**src/rtl/pcm_sample_format_converter_unit_macros.svh**
```systemverilog
// ----------------------------------------------------------------------------
// pcm_sample_format_converter_unit_macros.svh
// Assertion macros shared by the PCM format converter RTL.
// ----------------------------------------------------------------------------
`ifndef PCM_SAMPLE_FORMAT_CONVERTER_UNIT_MACROS_SVH
`define PCM_SAMPLE_FORMAT_CONVERTER_UNIT_MACROS_SVH

// Same-cycle implication, checked outside reset
`define PCM_ASSERT_SAME(label, ante, cons, msg) \
    label: assert property (@(posedge i_clk) disable iff (!i_rst_n) (ante) |-> (cons)) \
        else $error(msg);

// Next-cycle implication, checked outside reset
`define PCM_ASSERT_NEXT(label, ante, cons, msg) \
    label: assert property (@(posedge i_clk) disable iff (!i_rst_n) (ante) |=> (cons)) \
        else $error(msg);

`endif

```
**src/rtl/pcm_fmt_pkg.sv**
```systemverilog
`timescale 1ns / 1ps
// ----------------------------------------------------------------------------
// pcm_fmt_pkg
// Types, constants and helper functions shared by the PCM format converter.
// ----------------------------------------------------------------------------
package pcm_fmt_pkg;

    localparam int SAMPLE_W    = 16;
    localparam int BITS_W      = 5;
    localparam int CFG_DATA_W  = 5;
    localparam int CFG_IDX_W   = 3;
    localparam int NARROW_BITS = 8;
    localparam int MAX_STEP    = 16;
    localparam int STEP_W      = $clog2(MAX_STEP + 1);
    localparam int PHASE_W     = (MAX_STEP > 1) ? $clog2(MAX_STEP) : 1;
    localparam int QUEUE_DEPTH = 4;
    localparam int QPTR_W      = $clog2(QUEUE_DEPTH);
    localparam int QCNT_W      = $clog2(QUEUE_DEPTH + 1);
    localparam int SCALE_ROWS  = 64;

    localparam logic [7:0]          BIAS8  = 8'h80;
    localparam logic [SAMPLE_W-1:0] BIAS16 = 16'h8000;

    // Configuration register indexes
    typedef enum logic [CFG_IDX_W-1:0] {
        CFG_SOURCE_BITS   = 3'd0,
        CFG_OUTPUT_BITS   = 3'd1,
        CFG_SOURCE_SIGNED = 3'd2,
        CFG_OUTPUT_SIGNED = 3'd3,
        CFG_SAMPLE_STEP   = 3'd4,
        CFG_SWAP_PAIRS    = 3'd5
    } t_cfg_idx;

    // What the back end does with a kept element
    typedef enum logic [1:0] {
        CMD_SINGLE = 2'd0,
        CMD_HOLD   = 2'd1,
        CMD_PAIR   = 2'd2,
        CMD_BAD    = 2'd3
    } t_cmd;

    typedef struct packed {
        logic [SAMPLE_W-1:0] raw;
        t_cmd                cmd;
    } t_entry;

    // Configuration as used by the datapath: bit counts and step already clamped
    typedef struct packed {
        logic [BITS_W-1:0]   src_bits;
        logic [BITS_W-1:0]   out_bits;
        logic                src_signed;
        logic                out_signed;
        logic [STEP_W-1:0]   step;
        logic                swap;
        logic [SAMPLE_W-1:0] scale;
    } t_cfg;

    typedef logic [SAMPLE_W-1:0] t_scale_tab [SCALE_ROWS];

    // (2^o-1)/(2^i-1) has ones at bit o-i, o-2i, ... down to o mod i
    function automatic t_scale_tab build_scale_tab();
        t_scale_tab          tab;
        logic [SAMPLE_W-1:0] v;
        int                  pos;
        for (int i = 1; i <= NARROW_BITS; i++) begin
            for (int o = NARROW_BITS + 1; o <= SAMPLE_W; o++) begin
                v   = '0;
                pos = o - i;
                for (int k = 0; k < SAMPLE_W; k++) begin
                    if (pos >= 0) begin
                        v = v | (SAMPLE_W'(1) << pos);
                    end
                    pos = pos - i;
                end
                tab[(i - 1) * NARROW_BITS + (o - NARROW_BITS - 1)] = v;
            end
        end
        return tab;
    endfunction

    localparam t_scale_tab SCALE_TAB = build_scale_tab();

    function automatic logic [BITS_W-1:0] clamp_bits(input logic [BITS_W-1:0] b);
        logic [BITS_W-1:0] r;
        if (b == '0) begin
            r = BITS_W'(1);
        end else if (b > BITS_W'(SAMPLE_W)) begin
            r = BITS_W'(SAMPLE_W);
        end else begin
            r = b;
        end
        return r;
    endfunction

    function automatic logic [STEP_W-1:0] clamp_step(input logic [CFG_DATA_W-1:0] s);
        logic [STEP_W-1:0] r;
        if (s == '0) begin
            r = STEP_W'(1);
        end else if (int'(s) > MAX_STEP) begin
            r = STEP_W'(MAX_STEP);
        end else begin
            r = STEP_W'(s);
        end
        return r;
    endfunction

    // Scale factor for clamped bit counts; only the narrow-to-wide case is used
    function automatic logic [SAMPLE_W-1:0] scale_of(input logic [BITS_W-1:0] src,
                                                      input logic [BITS_W-1:0] dst);
        logic [BITS_W-1:0]   sm;
        logic [BITS_W-1:0]   om;
        logic [SAMPLE_W-1:0] r;
        sm = src - BITS_W'(1);
        om = dst - BITS_W'(NARROW_BITS + 1);
        if ((src <= BITS_W'(NARROW_BITS)) && (dst > BITS_W'(NARROW_BITS))) begin
            r = SCALE_TAB[{sm[2:0], om[2:0]}];
        end else begin
            r = SAMPLE_W'(1);
        end
        return r;
    endfunction

endpackage

```
**src/rtl/pcm_fmt_cfg.sv**
```systemverilog
`timescale 1ns / 1ps
// ----------------------------------------------------------------------------
// pcm_fmt_cfg
// Configuration registers, stored clamped, with the scale factor kept current.
// ----------------------------------------------------------------------------
module pcm_fmt_cfg import pcm_fmt_pkg::*; (
    input  logic                  i_clk,
    input  logic                  i_rst_n,
    input  logic                  i_cfg_we,
    input  logic [CFG_IDX_W-1:0]  i_cfg_index,
    input  logic [CFG_DATA_W-1:0] i_cfg_data,
    output t_cfg                  o_cfg
);

    t_cfg r_cfg;
    t_cfg n_cfg;

    // Merge a write into the current settings and recompute the scale
    always_comb begin
        n_cfg = r_cfg;
        if (i_cfg_we) begin
            case (i_cfg_index)
                CFG_SOURCE_BITS:   n_cfg.src_bits   = clamp_bits(i_cfg_data);
                CFG_OUTPUT_BITS:   n_cfg.out_bits   = clamp_bits(i_cfg_data);
                CFG_SOURCE_SIGNED: n_cfg.src_signed = i_cfg_data[0];
                CFG_OUTPUT_SIGNED: n_cfg.out_signed = i_cfg_data[0];
                CFG_SAMPLE_STEP:   n_cfg.step       = clamp_step(i_cfg_data);
                CFG_SWAP_PAIRS:    n_cfg.swap       = i_cfg_data[0];
                default: ;
            endcase
        end
        n_cfg.scale = scale_of(n_cfg.src_bits, n_cfg.out_bits);
    end

    always_ff @(posedge i_clk) begin
        if (!i_rst_n) begin
            r_cfg.src_bits   <= BITS_W'(SAMPLE_W);
            r_cfg.out_bits   <= BITS_W'(SAMPLE_W);
            r_cfg.src_signed <= 1'b1;
            r_cfg.out_signed <= 1'b1;
            r_cfg.step       <= STEP_W'(1);
            r_cfg.swap       <= 1'b0;
            r_cfg.scale      <= SAMPLE_W'(1);
        end else begin
            r_cfg <= n_cfg;
        end
    end

    assign o_cfg = r_cfg;

endmodule

```
**src/rtl/pcm_fmt_front.sv**
```systemverilog
`timescale 1ns / 1ps
// ----------------------------------------------------------------------------
// pcm_fmt_front
// Accepts source elements, applies the decimation step, tracks pairing and
// classifies each kept element into a command for the back end.
// ----------------------------------------------------------------------------
`include "pcm_sample_format_converter_unit_macros.svh"

module pcm_fmt_front import pcm_fmt_pkg::*; (
    input  logic                i_clk,
    input  logic                i_rst_n,
    input  t_cfg                i_cfg,
    input  logic                i_valid,
    input  logic [SAMPLE_W-1:0] i_raw_sample,
    input  logic                i_last_in_block,
    input  logic                i_q_full,
    output logic                o_stall,
    output logic                o_push,
    output t_entry              o_entry
);

    logic [PHASE_W-1:0] r_phase;
    logic [PHASE_W-1:0] n_phase;
    logic               r_held;
    logic               n_held;

    logic               accept;
    logic               keep;
    logic               bad;
    logic [PHASE_W:0]   phase_inc;
    t_cmd               cmd;

    assign o_stall = i_q_full;
    assign accept  = i_valid && !i_q_full;
    assign keep    = (r_phase == '0);
    assign bad     = (i_cfg.src_bits > BITS_W'(NARROW_BITS)) &&
                     (i_cfg.out_bits <= BITS_W'(NARROW_BITS));

    // Classify a kept element
    always_comb begin
        if (bad) begin
            cmd = CMD_BAD;
        end else if (!i_cfg.swap) begin
            cmd = CMD_SINGLE;
        end else if (!r_held) begin
            cmd = CMD_HOLD;
        end else begin
            cmd = CMD_PAIR;
        end
    end

    assign o_push = accept && keep;

    always_comb begin
        o_entry.raw = i_raw_sample;
        o_entry.cmd = cmd;
    end

    // Advance the step phase and pairing state on each transfer
    assign phase_inc = (PHASE_W + 1)'(r_phase) + (PHASE_W + 1)'(1);

    always_comb begin
        n_phase = r_phase;
        n_held  = r_held;
        if (accept) begin
            if (phase_inc >= i_cfg.step) begin
                n_phase = '0;
            end else begin
                n_phase = phase_inc[PHASE_W-1:0];
            end
            if (keep && !bad && i_cfg.swap) begin
                n_held = !r_held;
            end
            // block end restarts the phase and drops an unpaired sample
            if (i_last_in_block) begin
                n_phase = '0;
                n_held  = 1'b0;
            end
        end
    end

    always_ff @(posedge i_clk) begin
        if (!i_rst_n) begin
            r_phase <= '0;
            r_held  <= 1'b0;
        end else begin
            r_phase <= n_phase;
            r_held  <= n_held;
        end
    end

    `PCM_ASSERT_NEXT(a_block_end_restart, accept && i_last_in_block, (r_phase == '0) && !r_held, "block end must restart phase and drop held sample")
    `PCM_ASSERT_NEXT(a_pair_clears_held, o_push && (o_entry.cmd == CMD_PAIR), !r_held, "pair must consume the held sample")
    `PCM_ASSERT_NEXT(a_hold_sets_held, o_push && (o_entry.cmd == CMD_HOLD) && !i_last_in_block, r_held, "hold must mark a sample as held")

endmodule

```
**src/rtl/pcm_fmt_queue.sv**
```systemverilog
`timescale 1ns / 1ps
// ----------------------------------------------------------------------------
// pcm_fmt_queue
// Short FIFO of classified elements between the front and back ends.
// ----------------------------------------------------------------------------
module pcm_fmt_queue import pcm_fmt_pkg::*; (
    input  logic   i_clk,
    input  logic   i_rst_n,
    input  logic   i_push,
    input  t_entry i_entry,
    input  logic   i_pop,
    output t_entry o_entry,
    output logic   o_valid,
    output logic   o_full
);

    t_entry              r_mem [QUEUE_DEPTH];
    logic [QPTR_W-1:0]   r_wr_ptr;
    logic [QPTR_W-1:0]   r_rd_ptr;
    logic [QCNT_W-1:0]   r_count;

    assign o_entry = r_mem[r_rd_ptr];
    assign o_valid = (r_count != '0);
    assign o_full  = (r_count == QCNT_W'(QUEUE_DEPTH));

    // Store the pushed entry
    always_ff @(posedge i_clk) begin
        if (i_push) begin
            r_mem[r_wr_ptr] <= i_entry;
        end
    end

    // Advance pointers and occupancy
    always_ff @(posedge i_clk) begin
        if (!i_rst_n) begin
            r_wr_ptr <= '0;
            r_rd_ptr <= '0;
            r_count  <= '0;
        end else begin
            if (i_push) begin
                r_wr_ptr <= (r_wr_ptr == QPTR_W'(QUEUE_DEPTH - 1)) ? '0 :
                            r_wr_ptr + QPTR_W'(1);
            end
            if (i_pop) begin
                r_rd_ptr <= (r_rd_ptr == QPTR_W'(QUEUE_DEPTH - 1)) ? '0 :
                            r_rd_ptr + QPTR_W'(1);
            end
            if (i_push && !i_pop) begin
                r_count <= r_count + QCNT_W'(1);
            end else if (i_pop && !i_push) begin
                r_count <= r_count - QCNT_W'(1);
            end
        end
    end

endmodule

```
**src/rtl/pcm_fmt_back.sv**
```systemverilog
`timescale 1ns / 1ps
// ----------------------------------------------------------------------------
// pcm_fmt_back
// Converts queued elements to the output format, resolves swapped pairs and
// drives the result channel from an output register.
// ----------------------------------------------------------------------------
`include "pcm_sample_format_converter_unit_macros.svh"

module pcm_fmt_back import pcm_fmt_pkg::*; (
    input  logic                i_clk,
    input  logic                i_rst_n,
    input  t_cfg                i_cfg,
    input  logic                i_q_valid,
    input  t_entry              i_q_entry,
    output logic                o_pop,
    output logic                o_valid,
    input  logic                i_stall,
    output logic [SAMPLE_W-1:0] o_out_sample,
    output logic                o_bad_mode,
    output logic                o_last_of_run
);

    // conversion stage
    logic                r_cv_valid;
    t_cmd                r_cv_cmd;
    logic [SAMPLE_W-1:0] r_cv_value;

    // pairing and output stage
    logic [SAMPLE_W-1:0] r_held;
    logic                r_second;
    logic                n_second;
    logic                r_out_valid;
    logic [SAMPLE_W-1:0] r_out_sample;
    logic                r_out_bad;
    logic                r_out_last;

    logic                flip;
    logic                to_uns;
    logic                to_sig;
    logic                narrow_src;
    logic                wide_out;
    logic [7:0]          src_byte;
    logic [7:0]          mul_in;
    logic [23:0]         product;
    logic [SAMPLE_W-1:0] offset;
    logic [SAMPLE_W-1:0] scaled;
    logic [SAMPLE_W-1:0] wide_v;
    logic [BITS_W-1:0]   shift_full;
    logic [2:0]          shift;
    logic [SAMPLE_W-1:0] wide_res;
    logic [SAMPLE_W-1:0] conv;

    logic                out_free;
    logic                out_load;
    logic                cv_done;
    logic                cv_take;
    logic [SAMPLE_W-1:0] ld_sample;
    logic                ld_bad;
    logic                ld_last;

    // Convert the element at the head of the queue
    assign flip       = i_cfg.src_signed ^ i_cfg.out_signed;
    assign to_uns     = i_cfg.src_signed && !i_cfg.out_signed;
    assign to_sig     = !i_cfg.src_signed && i_cfg.out_signed;
    assign narrow_src = (i_cfg.src_bits <= BITS_W'(NARROW_BITS));
    assign wide_out   = (i_cfg.out_bits > BITS_W'(NARROW_BITS));
    assign src_byte   = i_q_entry.raw[7:0];
    assign mul_in     = to_uns ? (src_byte ^ BIAS8) : src_byte;
    assign product    = 24'(mul_in) * 24'(i_cfg.scale);
    assign offset     = SAMPLE_W'(1) << (i_cfg.out_bits - BITS_W'(1));
    assign scaled     = to_sig ? (product[SAMPLE_W-1:0] - offset) : product[SAMPLE_W-1:0];
    assign wide_v     = flip ? (i_q_entry.raw ^ BIAS16) : i_q_entry.raw;
    assign shift_full = BITS_W'(SAMPLE_W) - i_cfg.out_bits;
    assign shift      = shift_full[2:0];
    assign wide_res   = i_cfg.out_signed ? $unsigned($signed(wide_v) >>> shift) :
                        (wide_v >> shift);

    always_comb begin
        if (narrow_src && wide_out) begin
            conv = scaled;
        end else if (narrow_src) begin
            conv = {8'h00, (flip ? (src_byte ^ BIAS8) : src_byte)};
        end else begin
            conv = wide_res;
        end
    end

    // Decide what the converted element sends to the output register
    assign out_free = !r_out_valid || !i_stall;

    always_comb begin
        out_load  = 1'b0;
        cv_done   = 1'b0;
        n_second  = r_second;
        ld_sample = r_cv_value;
        ld_bad    = 1'b0;
        ld_last   = 1'b1;
        if (r_cv_valid) begin
            case (r_cv_cmd)
                CMD_HOLD: begin
                    cv_done = 1'b1;
                end
                CMD_SINGLE: begin
                    if (out_free) begin
                        out_load = 1'b1;
                        cv_done  = 1'b1;
                    end
                end
                CMD_BAD: begin
                    if (out_free) begin
                        out_load  = 1'b1;
                        cv_done   = 1'b1;
                        ld_sample = '0;
                        ld_bad    = 1'b1;
                    end
                end
                CMD_PAIR: begin
                    // newer sample first, then the held one closes the run
                    if (out_free) begin
                        out_load = 1'b1;
                        if (!r_second) begin
                            ld_last  = 1'b0;
                            n_second = 1'b1;
                        end else begin
                            ld_sample = r_held;
                            n_second  = 1'b0;
                            cv_done   = 1'b1;
                        end
                    end
                end
                default: ;
            endcase
        end
    end

    assign cv_take = !r_cv_valid || cv_done;
    assign o_pop   = i_q_valid && cv_take;

    // Conversion stage register
    always_ff @(posedge i_clk) begin
        if (!i_rst_n) begin
            r_cv_valid <= 1'b0;
        end else if (cv_take) begin
            r_cv_valid <= i_q_valid;
        end
    end

    always_ff @(posedge i_clk) begin
        if (o_pop) begin
            r_cv_cmd   <= i_q_entry.cmd;
            r_cv_value <= conv;
        end
    end

    // Hold the first sample of a swapped pair
    always_ff @(posedge i_clk) begin
        if (r_cv_valid && (r_cv_cmd == CMD_HOLD)) begin
            r_held <= r_cv_value;
        end
    end

    // Output register
    always_ff @(posedge i_clk) begin
        if (!i_rst_n) begin
            r_out_valid <= 1'b0;
            r_second    <= 1'b0;
        end else begin
            r_second <= n_second;
            if (out_load) begin
                r_out_valid <= 1'b1;
            end else if (!i_stall) begin
                r_out_valid <= 1'b0;
            end
        end
    end

    always_ff @(posedge i_clk) begin
        if (out_load) begin
            r_out_sample <= ld_sample;
            r_out_bad    <= ld_bad;
            r_out_last   <= ld_last;
        end
    end

    assign o_valid       = r_out_valid;
    assign o_out_sample  = r_out_sample;
    assign o_bad_mode    = r_out_bad;
    assign o_last_of_run = r_out_last;

    `PCM_ASSERT_SAME(a_bad_is_final_zero, o_valid && o_bad_mode, o_last_of_run && (o_out_sample == '0), "bad-mode result must be a single zero result")
    `PCM_ASSERT_SAME(a_second_only_in_pair, r_second, r_cv_valid && (r_cv_cmd == CMD_PAIR), "second-half flag outside a pair")
    `PCM_ASSERT_NEXT(a_pair_first_then_second, out_load && (r_cv_cmd == CMD_PAIR) && !r_second, r_second && r_cv_valid, "pair must go on to its second result")

endmodule

```
**src/rtl/pcm_sample_format_converter_unit.sv**
```systemverilog
`timescale 1ns / 1ps
// ----------------------------------------------------------------------------
// pcm_sample_format_converter_unit
// Converts a stream of PCM source elements to the output sample format.
// One element can be taken every clock cycle while the queue has room. A
// kept element's result passes through the queue, the conversion stage
// register and the output register when the back end is free. Skipped
// elements and the first half of a pair produce no result. Without pair
// swapping, with a free output, the back end retires one element per cycle.
// With pair swapping the conversion stage keeps the pair's second element
// until both of its results are sent, so a long run of swapped pairs falls
// below one element per cycle; the four-entry queue between front and back
// end absorbs short bursts and the input stalls once it is full. At most
// one result leaves per cycle. Configuration is written through the plain
// write port; the user must write it only while the block is idle, which
// the block itself does not enforce. There is no startup sweep after reset.
// ----------------------------------------------------------------------------
module pcm_sample_format_converter_unit import pcm_fmt_pkg::*; (
    input  logic                  i_clk,
    input  logic                  i_rst_n,
    // source elements
    input  logic                  i_valid,
    output logic                  o_stall,
    input  logic [SAMPLE_W-1:0]   i_raw_sample,
    input  logic                  i_last_in_block,
    // results
    output logic                  o_valid,
    input  logic                  i_stall,
    output logic [SAMPLE_W-1:0]   o_out_sample,
    output logic                  o_bad_mode,
    output logic                  o_last_of_run,
    // configuration writes
    input  logic                  i_cfg_we,
    input  logic [CFG_IDX_W-1:0]  i_cfg_index,
    input  logic [CFG_DATA_W-1:0] i_cfg_data
);

    t_cfg   cfg;
    logic   q_full;
    logic   q_push;
    t_entry q_in;
    logic   q_pop;
    logic   q_valid;
    t_entry q_out;

    pcm_fmt_cfg u_cfg (
        .i_clk       (i_clk),
        .i_rst_n     (i_rst_n),
        .i_cfg_we    (i_cfg_we),
        .i_cfg_index (i_cfg_index),
        .i_cfg_data  (i_cfg_data),
        .o_cfg       (cfg)
    );

    pcm_fmt_front u_front (
        .i_clk           (i_clk),
        .i_rst_n         (i_rst_n),
        .i_cfg           (cfg),
        .i_valid         (i_valid),
        .i_raw_sample    (i_raw_sample),
        .i_last_in_block (i_last_in_block),
        .i_q_full        (q_full),
        .o_stall         (o_stall),
        .o_push          (q_push),
        .o_entry         (q_in)
    );

    pcm_fmt_queue u_queue (
        .i_clk   (i_clk),
        .i_rst_n (i_rst_n),
        .i_push  (q_push),
        .i_entry (q_in),
        .i_pop   (q_pop),
        .o_entry (q_out),
        .o_valid (q_valid),
        .o_full  (q_full)
    );

    pcm_fmt_back u_back (
        .i_clk         (i_clk),
        .i_rst_n       (i_rst_n),
        .i_cfg         (cfg),
        .i_q_valid     (q_valid),
        .i_q_entry     (q_out),
        .o_pop         (q_pop),
        .o_valid       (o_valid),
        .i_stall       (i_stall),
        .o_out_sample  (o_out_sample),
        .o_bad_mode    (o_bad_mode),
        .o_last_of_run (o_last_of_run)
    );

endmodule

```
**config.mk**
```make
export PLATFORM = sky130hd
export DESIGN_NAME = pcm_sample_format_converter_unit
export DESIGN_NICKNAME = d
export VERILOG_FILES = /design/src/rtl/pcm_fmt_pkg.sv /design/src/rtl/pcm_fmt_cfg.sv /design/src/rtl/pcm_fmt_front.sv /design/src/rtl/pcm_fmt_queue.sv /design/src/rtl/pcm_fmt_back.sv /design/src/rtl/pcm_sample_format_converter_unit.sv
export VERILOG_INCLUDE_DIRS = /design/src /design/src/rtl
export SDC_FILE = /design/constraint.sdc
export NUM_CORES = 1
export LEC_CHECK = 0
export BUFFER_PORTS_ARGS = -buffer_cell sky130_fd_sc_hd__buf_2
export CAP_MARGIN = 40
export CORE_MARGIN = 2
export CORE_UTILIZATION = 35
export CTS_BUF_LIST = sky130_fd_sc_hd__clkbuf_8
export CTS_CLUSTER_SIZE = 16
export DETAILED_ROUTE_END_ITERATION = 10
export MAX_ROUTING_LAYER = met4
export PLACE_DENSITY = 0.55
export SYNTH_ARGS = -nofsm -noshare
export SYNTH_HDL_FRONTEND = slang
export SYNTH_SLANG_ARGS = --single-unit
```
**constraint.sdc**
```tcl
create_clock -name i_clk -period 10.5 [get_ports i_clk]
set_input_delay 1.575 -clock i_clk [delete_from_list [all_inputs] [get_ports i_clk]]
set_output_delay 1.575 -clock i_clk [all_outputs]
set_load 0.1 [all_outputs]
```
Word level (Yosys, flattened, before mapping)

Memory sizes are Yosys's and may differ from the RTL's. A register that Yosys moved wholly into a read port is not among the register bits.
Index checks and enable logic that the tools add are counted.

Register bits: 85
RAM bits: 72
ROM bits: 1,024
Input port bits: 30
Output and inout port bits: 20
Logic and storage cells: 152
Memories: 2

Add/sub/neg operators: 10
$mul: 1
Order comparisons: 9
Equal/unequal tests: 12
Shift operators: 3
Multiplexer cells: 48
Bitwise operators: 4
Reduce and logical (&&, ||, !) cells: 43

Memory list:

| name            | words | bits a word | read ports | clocked after memory_dff | wr ports | RTL line            | text |
|---|---|---|---|---|---|---|---|
| (no name shown) | 64    | 16          | 1          | 1                        | 0        | pcm_fmt_pkg.sv:116  | `r = SCALE_TAB[{sm[2:0], om[2:0]}];` |
| u_queue.r_mem   | 4     | 18          | 1          | 1                        | 1        | pcm_fmt_queue.sv:17 | `t_entry r_mem [QUEUE_DEPTH];` |

Operators with widths:

| operator                                                                         | count |
|---|---|
| 16-bit 2-to-1 mux                                                                | 9 |
| 5-bit 2-to-1 mux                                                                 | 7 |
| 16-bit case mux with 2 select lines                                              | 1 |
| 18-bit 2-to-1 mux                                                                | 1 |
| 8-bit by 16-bit multiplier with 16-bit output                                    | 1 |
| 1-bit 2-to-1 mux                                                                 | 16 |
| 8-bit 2-to-1 mux                                                                 | 2 |
| 1-bit by 5-bit << shifter with 16-bit output, first input constant               | 1 |
| 16-bit by 3-bit right shift with 16-bit output                                   | 1 |
| 16-bit by 3-bit >>> shifter with 16-bit output                                   | 1 |
| 16-bit subtractor                                                                | 1 |
| 5-bit by 4-bit > comparator with 1-bit output, second input constant             | 3 |
| 5-bit by 4-bit less-or-equal comparator with 1-bit output, second input constant | 3 |
| 2-bit 2-to-1 mux                                                                 | 7 |
| 2-bit AND reduction                                                              | 7 |
| 1-bit logical AND                                                                | 13 |
| 1-bit logical NOT                                                                | 11 |
| 5-bit > comparator, second input constant                                        | 2 |
| 3-bit equality test, second input constant                                       | 3 |
| 3-bit by 1-bit subtractor with 3-bit output, second input constant               | 3 |
| 2-bit equality test, second input constant                                       | 4 |
| 4-bit 2-to-1 mux                                                                 | 2 |
| 6-bit inverter with 7-bit output                                                 | 1 |
| 3-bit by 2-bit equality test with 1-bit output, second input constant            | 2 |
| other kinds (23)                                                                 | 28 |

Longest topological paths before layout

Gate-level depths: netlist of the first run.

Depth after elaboration: 10
Depth in mapped cells: 26
Gate-level depth less buffers: 25

Hierarchy

A second synthesis of the first run with hierarchy kept.

Cells, all modules: 1,201
Area, all modules: 12,684.7 µm²

Modules (own cells, without submodules):

| module        | times used | cells an instance | area each (µm²) | seq. area each (µm²) |
|---|---|---|---|---|
| pcm_fmt_back  | 1          | 721               | 6,658.9         | 1,621.6 |
| pcm_fmt_queue | 1          | 138               | 3,098.0         | 2,342.2 |
| pcm_fmt_cfg   | 1          | 262               | 2,269.7         | 680.7 |
| pcm_fmt_front | 1          | 80                | 658.1           | 100.1 |

Worst setup path after synthesis of the first run

No wires, ideal clock.

Kind: flip-flop to flip-flop
Start: register (tool-made name)
End: register u_back.r_cv_value[15] (data pin)
Setup time: 267 ps
Arrival: 6,275 ps
Data required time: 10,233 ps
Path slack: 3,957 ps
Stages on the path, launching flop included: 24
Buffers on the path: 2
Cells stage by stage: dfxtp_1 -> buf_6 -> mux4_1 -> clkbuf_1 -> and2_1 -> fa_1 -> fa_1 -> inv_1 -> fa_1 -> fa_1 -> inv_1 -> ha_1 -> o21ai_0 -> o21bai_1 -> a21oi_1 -> xnor2_1 -> ha_1 -> or3_1 -> or3_1 -> o2111a_1 -> or2_1 -> a311o_1 -> o211ai_1 -> o211ai_2

RTL lines:

| what                 | RTL line            | text |
|---|---|---|
| to (signal assigned) | pcm_fmt_back.sv:151 | `r_cv_value <= conv;` |
| to (decl)            | pcm_fmt_back.sv:26  | `logic [SAMPLE_W-1:0] r_cv_value;` |

==> metrics.cfg, run 1 <==
[timing]
min_period_ns=7.36
fmax_ghz=0.136
hold_viol_final=0
hold-worst-slack_ns=0.473
fin_skew_ns=0.0114
worst_pin_slew_ns=0.838
slew-limit-headroom=0.441
finalSetupTns_ns=0
rsz0062_at_grt=false
final_max_slew_viol_count=0
finalSetupViolCount=0
finalCritPeriodShare=0.701

[clock_network]
root_buffer=clkbuf_8
clkTransAtPathRegs_ns=0.09
cts.sinks=175
h-tree-depth=4
post_cts_buffers=0
clock_latency_ns=0.47
cts_tree=yes
holdBufCountCts=0
cts_buffers=17
cts_buffer_depth=2
cts_resized=0

[synth]
syn-num-nets=1379
ys_types=78
synthArstFlopShare=0
synth-edff-count=124
ys_seq_elements=175
synth-main-ff-cell=edfxtp_1
netlist_area_um2=12400
syn-instance-count=1213
ys_seq_area_frac=0.382
ys_warn_count=0
synth.avg_cell_area_um2=10.2

[floorplan]
design.portCount=50
core-area_um2=35300
rows=69
dieArea_um2=37000
start_util=0.352
die_w_um=192
die_y_um=192

[global_routing]
grt_pass1_vias=8549
grt_overflow_total=0
grt_usage=0.160
grt_max_degree=34
antenna_found_initial=0
grt_pass1_wl_mm=45.4

[min_path]
hold_path.class=reg -> reg
min_to=u_back.r_held[3]$_DFFE_PP_
worstHoldStart=u_back.r_cv_value[3]$_DFFE_PP_
whs_path_depth=0

[placed_design]
placed_area_um2=13200
dp_hpwl_mm=21.1
numPortBuffers=49
gp_congestion=0.878

[worst_setup_path]
worstPathCellList=buf_4 > mux4_2 > xnor2_2 > nand2b_1 > fa_1 > fa_1 > inv_1 > fa_1 > inv_1 > fa_1 > inv_1 > ha_1 > o21ai_0 > o21bai_1 > a21oi_1 > xnor2_1 > ha_1 > or3_1 > or3_1 > o2111a_1 > or2_1 > a311o_1 > o211ai_1 > o211ai_2
endpoint_kind=register
critPathKind=reg -> reg
ff2ff_setup_slack_ns=3.14
crit_arrival_ns=7.58
worstPathRequired_ns=10.71
critPathLaunchType=register
cp_common_cell=fa_1
reg2reg_to=u_back.r_cv_value[15]$_DFFE_PP_
reg2reg_depth=24
cp_max_fo=13
crit_path_top_delay_cell=mux4_2
cpPeakStageDelay_ns=0.61

[layout]
syn2layout_area_growth_pct=9.25
antennaDiodeCount=0
fin_nets=1405
stdcell_area_um2=13600
drive_above_1_share=0.106

[power_and_ir_drop]
p_per_area_nw_per_um2=187
p_leak_nw=5.41
vdd_drop_max_v=0.000215
power_mw=2.54

[route]
wire_per_inst_um=16.3
drtAntennaViolNets=0
avgViaCountPerCell=5.12
routed-via-count=8771
drt_iter0_drc=500
drcViolationCount=0
wl_mm=27.9
drtPass1Iterations=5

[outcome]
status=finished clean

[flow_run]
maxCapViolations=0

-- critical path, delay by kind of cell (launching register included) --
family | cells | cell delay [ns]
buffers and inverters | 4 | 0.49
DFF | 1 | 0.54
adders and majority gates | 6 | 2.49
and+or+nand+nor | 4 | 1.21
AOI/OAI and AO/OA | 7 | 1.19
xor gates and xnor gates | 2 | 0.59
muxes | 1 | 0.61
-- worst max path at each step --
| stage | slack [ns] | endpoint | start | depth (start not counted) |
|---|---|---|---|---|
| 2_1_floorplan | 3.96 | u_back.r_cv_value[15]$_DFFE_PP_ | register | 23 |
| 3_3_place_gp | 3.25 | u_back.r_cv_value[15]$_DFFE_PP_ | register | 24 |
| 3_5_place_dp | 3.07 | u_back.r_cv_value[15]$_DFFE_PP_ | register | 24 |
| 4_1_cts | 3.08 | u_back.r_cv_value[15]$_DFFE_PP_ | register | 24 |
| 5_1_grt | 2.65 | u_back.r_cv_value[15]$_DFFE_PP_ | register | 24 |
| 6_report | 3.14 | u_back.r_cv_value[15]$_DFFE_PP_ | register | 24 |
-- cells in the final DEF, fill, tap and decap left out, types with 10 or more instances in the layout --
| master | n |
|---|---|
| o21a_1 | 12 |
| mux2i_1 | 35 |
| edfxtp_1 | 124 |
| a21oi_1 | 64 |
| nor2b_1 | 32 |
| nand2_1 | 125 |
| nand2b_1 | 11 |
| nor3_1 | 20 |
| ha_1 | 74 |
| nor2_1 | 64 |
| dfxtp_1 | 51 |
| fa_1 | 62 |
| mux4_2 | 16 |
| inv_1 | 102 |
| and2_1 | 80 |
| buf_2 | 50 |
| a31oi_1 | 28 |
| a211oi_1 | 17 |
| xnor2_1 | 26 |
| clkbuf_8 | 17 |
| o21ai_0 | 44 |
| nand3_1 | 12 |
| or3_1 | 15 |
| o211ai_1 | 10 |
-- flip-flops by register name (all words and copies together) (netlist names), 3 cells and up, named ones only --
name                 count
u_back.r_cv_value       16
u_cfg.o_cfg             34
u_queue.r_count          3
u_back.o_out_sample     16
u_queue.r_mem           72
u_back.r_held           16
u_front.r_phase          4
-- cell usage after synthesis, drive strengths merged, types with 28 or more instances --
cell type  number  area (um2)
nand2         125         469
edfxtp        124        3720
inv           102         383
and2           80         500
ha             74         926
nor2           66         253
a21oi          65         325
fa             62        1240
dfxtp          51        1020
o21ai          48         240
clkbuf         41         155
mux2i          35         350
nor2b          32         200
a31oi          28         175
-- report_power, final --
group / internal (mW) / leakage (nW) / switching [mW]
Sequential: 0.912 / 1.56 / 0.0700
Clock: 0.195 / 0.192 / 0.267
Combinational: 0.372 / 3.66 / 0.729
-- through the flow --
stage	setup WS, ns	util	std cells
3_3_place_gp	3.25	0.370	1671
5_1_grt	2.65	0.385	1713
2_1_floorplan	3.96	-	1213
4_1_cts	3.08	0.384	1712
3_5_place_dp	3.07	0.374	1680
6_report	3.14	0.385	1713
-- routing by layer --
layer	vias up	share of wire	GRT usage
met3	20	0.044	0.0264
li1	4322	-	-
met2	174	0.46	0.245
met1	4255	0.49	0.225
met4	0	0.0091	0.0323
met5	-	0	-
-- cells by family after synthesis --
group	share of synthesized area
mux	0.0693
compound gates	0.132
xor+xnor	0.0311
fa+ha+maj	0.174
flops	0.382
buf+inv	0.0514
simple gates	0.160
-- cell type report --
class / count / area (um2)
Clock inverter: 15 / 153
Clock buffer: 17 / 234
Fill cell: 3460 / 21700
Sequential cell: 175 / 4740
Inverter: 103 / 387
Timing Repair Buffer: 65 / 435
Tap cell: 461 / 577
Multi-Input combinational cell: 877 / 7050
Power figures use the tool's default switching activity.
==> run 2: changes to the inputs <==
clock period = 6.8 ns   (was 10.5 ns; I/O delays follow)
==> run 2 against run 1 <==
Sequential share of layout area shrank 0.57 points. Power grew 57%. Register-to-register slack lost 2.8 ns. Non-clock buffer count grew 24. Die area is the same. First-iteration DRC count shrank 19%. Clock-buffer cell count is the same. Cell count grew 1.4%. Largest cell class unchanged. Largest power group unchanged.
==> metrics.cfg, run 2 (same netlist as run 1, synthesis figures left out) <==
[outcome]
status=finished clean

[placed_design]
gp_congestion=0.878
numPortBuffers=49
dp_hpwl_mm=21.6
dp_slack_ns=-0.0512

[clock_network]
h-tree-depth=4
clkTransAtPathRegs_ns=0.09
cts.sinks=175
clock_latency_ns=0.47
cts_buffers=17
cts_tree=yes
cts_buffer_depth=2
root_buffer=clkbuf_8

[global_routing]
grt_pass1_wl_mm=46.2
antenna_found_initial=0
grt_usage=0.162
grt_max_degree=34
grt_overflow_total=0
grt_pass1_vias=8780

[power_and_ir_drop]
p_int_mw=2.38
p_leak_nw=5.54
pwr-share-seq=0.381
power_mw=4.00
switching_share=0.406
vdd_drop_max_v=0.000282
switchingPower_mw=1.62
combPwrFrac=0.443
p_per_area_nw_per_um2=289
clockPowerShare=0.175

[timing]
slew-limit-headroom=0.476
finalSetupViolCount=0
finalCritPeriodShare=0.948
fmax_ghz=0.155
rsz0062_at_grt=false
hold_viol_final=0
fin_ws_ns=0.354
worst_pin_slew_ns=0.786
min_period_ns=6.45
fin_skew_ns=0.0155
final_max_slew_viol_count=0

[min_path]
whs_path_depth=0
worstHoldStart=u_back.r_cv_value[12]$_DFFE_PP_
hold_path.class=reg -> reg
min_to=u_back.r_held[12]$_DFFE_PP_

[worst_setup_path]
critPathKind=reg -> reg
reg2reg_depth=23
crit_path_top_delay_cell=mux4_2
worstPathRequired_ns=7.02
cp_num_cells=23
reg2reg_to=u_back.r_cv_value[15]$_DFFE_PP_
crit_buf_inv=3
crit_arrival_ns=6.66
critPathLaunchType=register
endpoint_kind=register
critical-path-top-delay-family=adder cells
cpPeakStageDelay_ns=0.61
worstPathCellList=mux4_2 > xnor2_4 > nand2b_1 > fa_1 > fa_1 > inv_1 > fa_1 > inv_1 > fa_1 > inv_1 > ha_1 > o21ai_2 > o21bai_1 > a21oi_1 > xnor2_1 > ha_1 > or3_4 > or3_1 > o2111a_1 > or2_1 > a311o_1 > o211ai_1 > o211ai_2
cp_common_cell=fa_1
cp_max_fo=7
ff2ff_setup_slack_ns=0.35

[route]
avgViaCountPerCell=5.10
drtAntennaViolNets=0
wl_mm=28.1
drcViolationCount=0
wire_per_inst_um=16.2
drt_iter0_drc=406
drtPass1Iterations=4
routed-via-count=8859

[layout]
fin_nets=1429
n_fill_cell=3480
regMostFlops=u_queue.r_mem
final_cell_mix=nand2_1 (125), edfxtp_1 (124), inv_1 (103), and2_1 (79), ha_1 (72)
drive_above_1_share=0.132
layout_commonest_cell=nand2_1
largest_register_ffs=72
syn2layout_area_growth_pct=11.2
antennaDiodeCount=0

[floorplan]
rows=69
start_util=0.352
dieArea_um2=37000
core-area_um2=35300
design.portCount=50
die_y_um=192
die_w_um=192

[flow_run]
maxCapViolations=0

-- run 2: cell types whose count changed in the layout (fill, tap and decap cells not counted), sizes merged --
| cell | previous run | this run |
|---|---|---|
| bufinv | 1 | 2 |
| inv | 110 | 106 |
| buf | 65 | 89 |
| clkinv | 4 | 7 |
-- run 2: how the worst max path moves through the flow --
stage	start	endpoint	slack (ns)
final	register	u_back.r_cv_value[15]$_DFFE_PP_	0.35
after CTS	register	u_back.r_cv_value[15]$_DFFE_PP_	0.08
after global placement	register	u_back.r_cv_value[15]$_DFFE_PP_	0.04
after detailed placement	register	u_back.r_cv_value[15]$_DFFE_PP_	-0.05
after floorplan	register	u_back.r_cv_value[15]$_DFFE_PP_	0.26
after global routing	register	u_back.r_cv_value[15]$_DFFE_PP_	0.001
-- run 2: layout make-up --
type / count / area (um2) / area share
flip-flops and latches: 175 / 4750 / 0.344
well taps: 461 / 577 / 0.0417
clock inverters: 15 / 148 / 0.0107
repair buffers: 89 / 634 / 0.0459
inverters: 103 / 387 / 0.0280
clock buffers: 17 / 234 / 0.0169
multi-input cells: 877 / 7090 / 0.513
-- run 2: layer usage --
layer | vias up | part of all wire | GRT usage
li1 | 4371 | - | -
met1 | 4276 | 0.49 | 0.226
met2 | 190 | 0.46 | 0.248
met3 | 22 | 0.044 | 0.0275
met4 | 0 | 0.012 | 0.0373
met5 | - | 0 | -
-- run 2: timing repair --
item,CTS,global route
cloned,0,0
hold buffers,0,0
pin swaps,0,3
buffers inserted,0,5
gates resized for setup,1,16
setup endpoints to repair,2,3
-- run 2: power groups by stage --
stage,Combinational (mW),Clock (mW),Sequential (mW)
after floorplan,1.03,0,1.78
after global placement,1.71,0,1.54
after detailed placement,1.73,0,1.55
after CTS,1.74,0.731,1.53
after global routing,1.95,0.768,1.55
final,1.77,0.701,1.53
-- run 2: metrics by stage --
| step | hold slack, ns | utilization | instances | instance area [um2] | TNS, ns |
|---|---|---|---|---|---|
| after floorplan | 0.426 | - | 1213 | 12400 | 0 |
| after global placement | 0.438 | 0.374 | 1693 | 13200 | 0 |
| after detailed placement | 0.440 | 0.378 | 1699 | 13300 | -0.0570 |
| after CTS | 0.459 | 0.389 | 1731 | 13700 | 0 |
| after global routing | 0.472 | 0.391 | 1737 | 13800 | 0 |
| final | 0.461 | 0.391 | 1737 | 13800 | 0 |
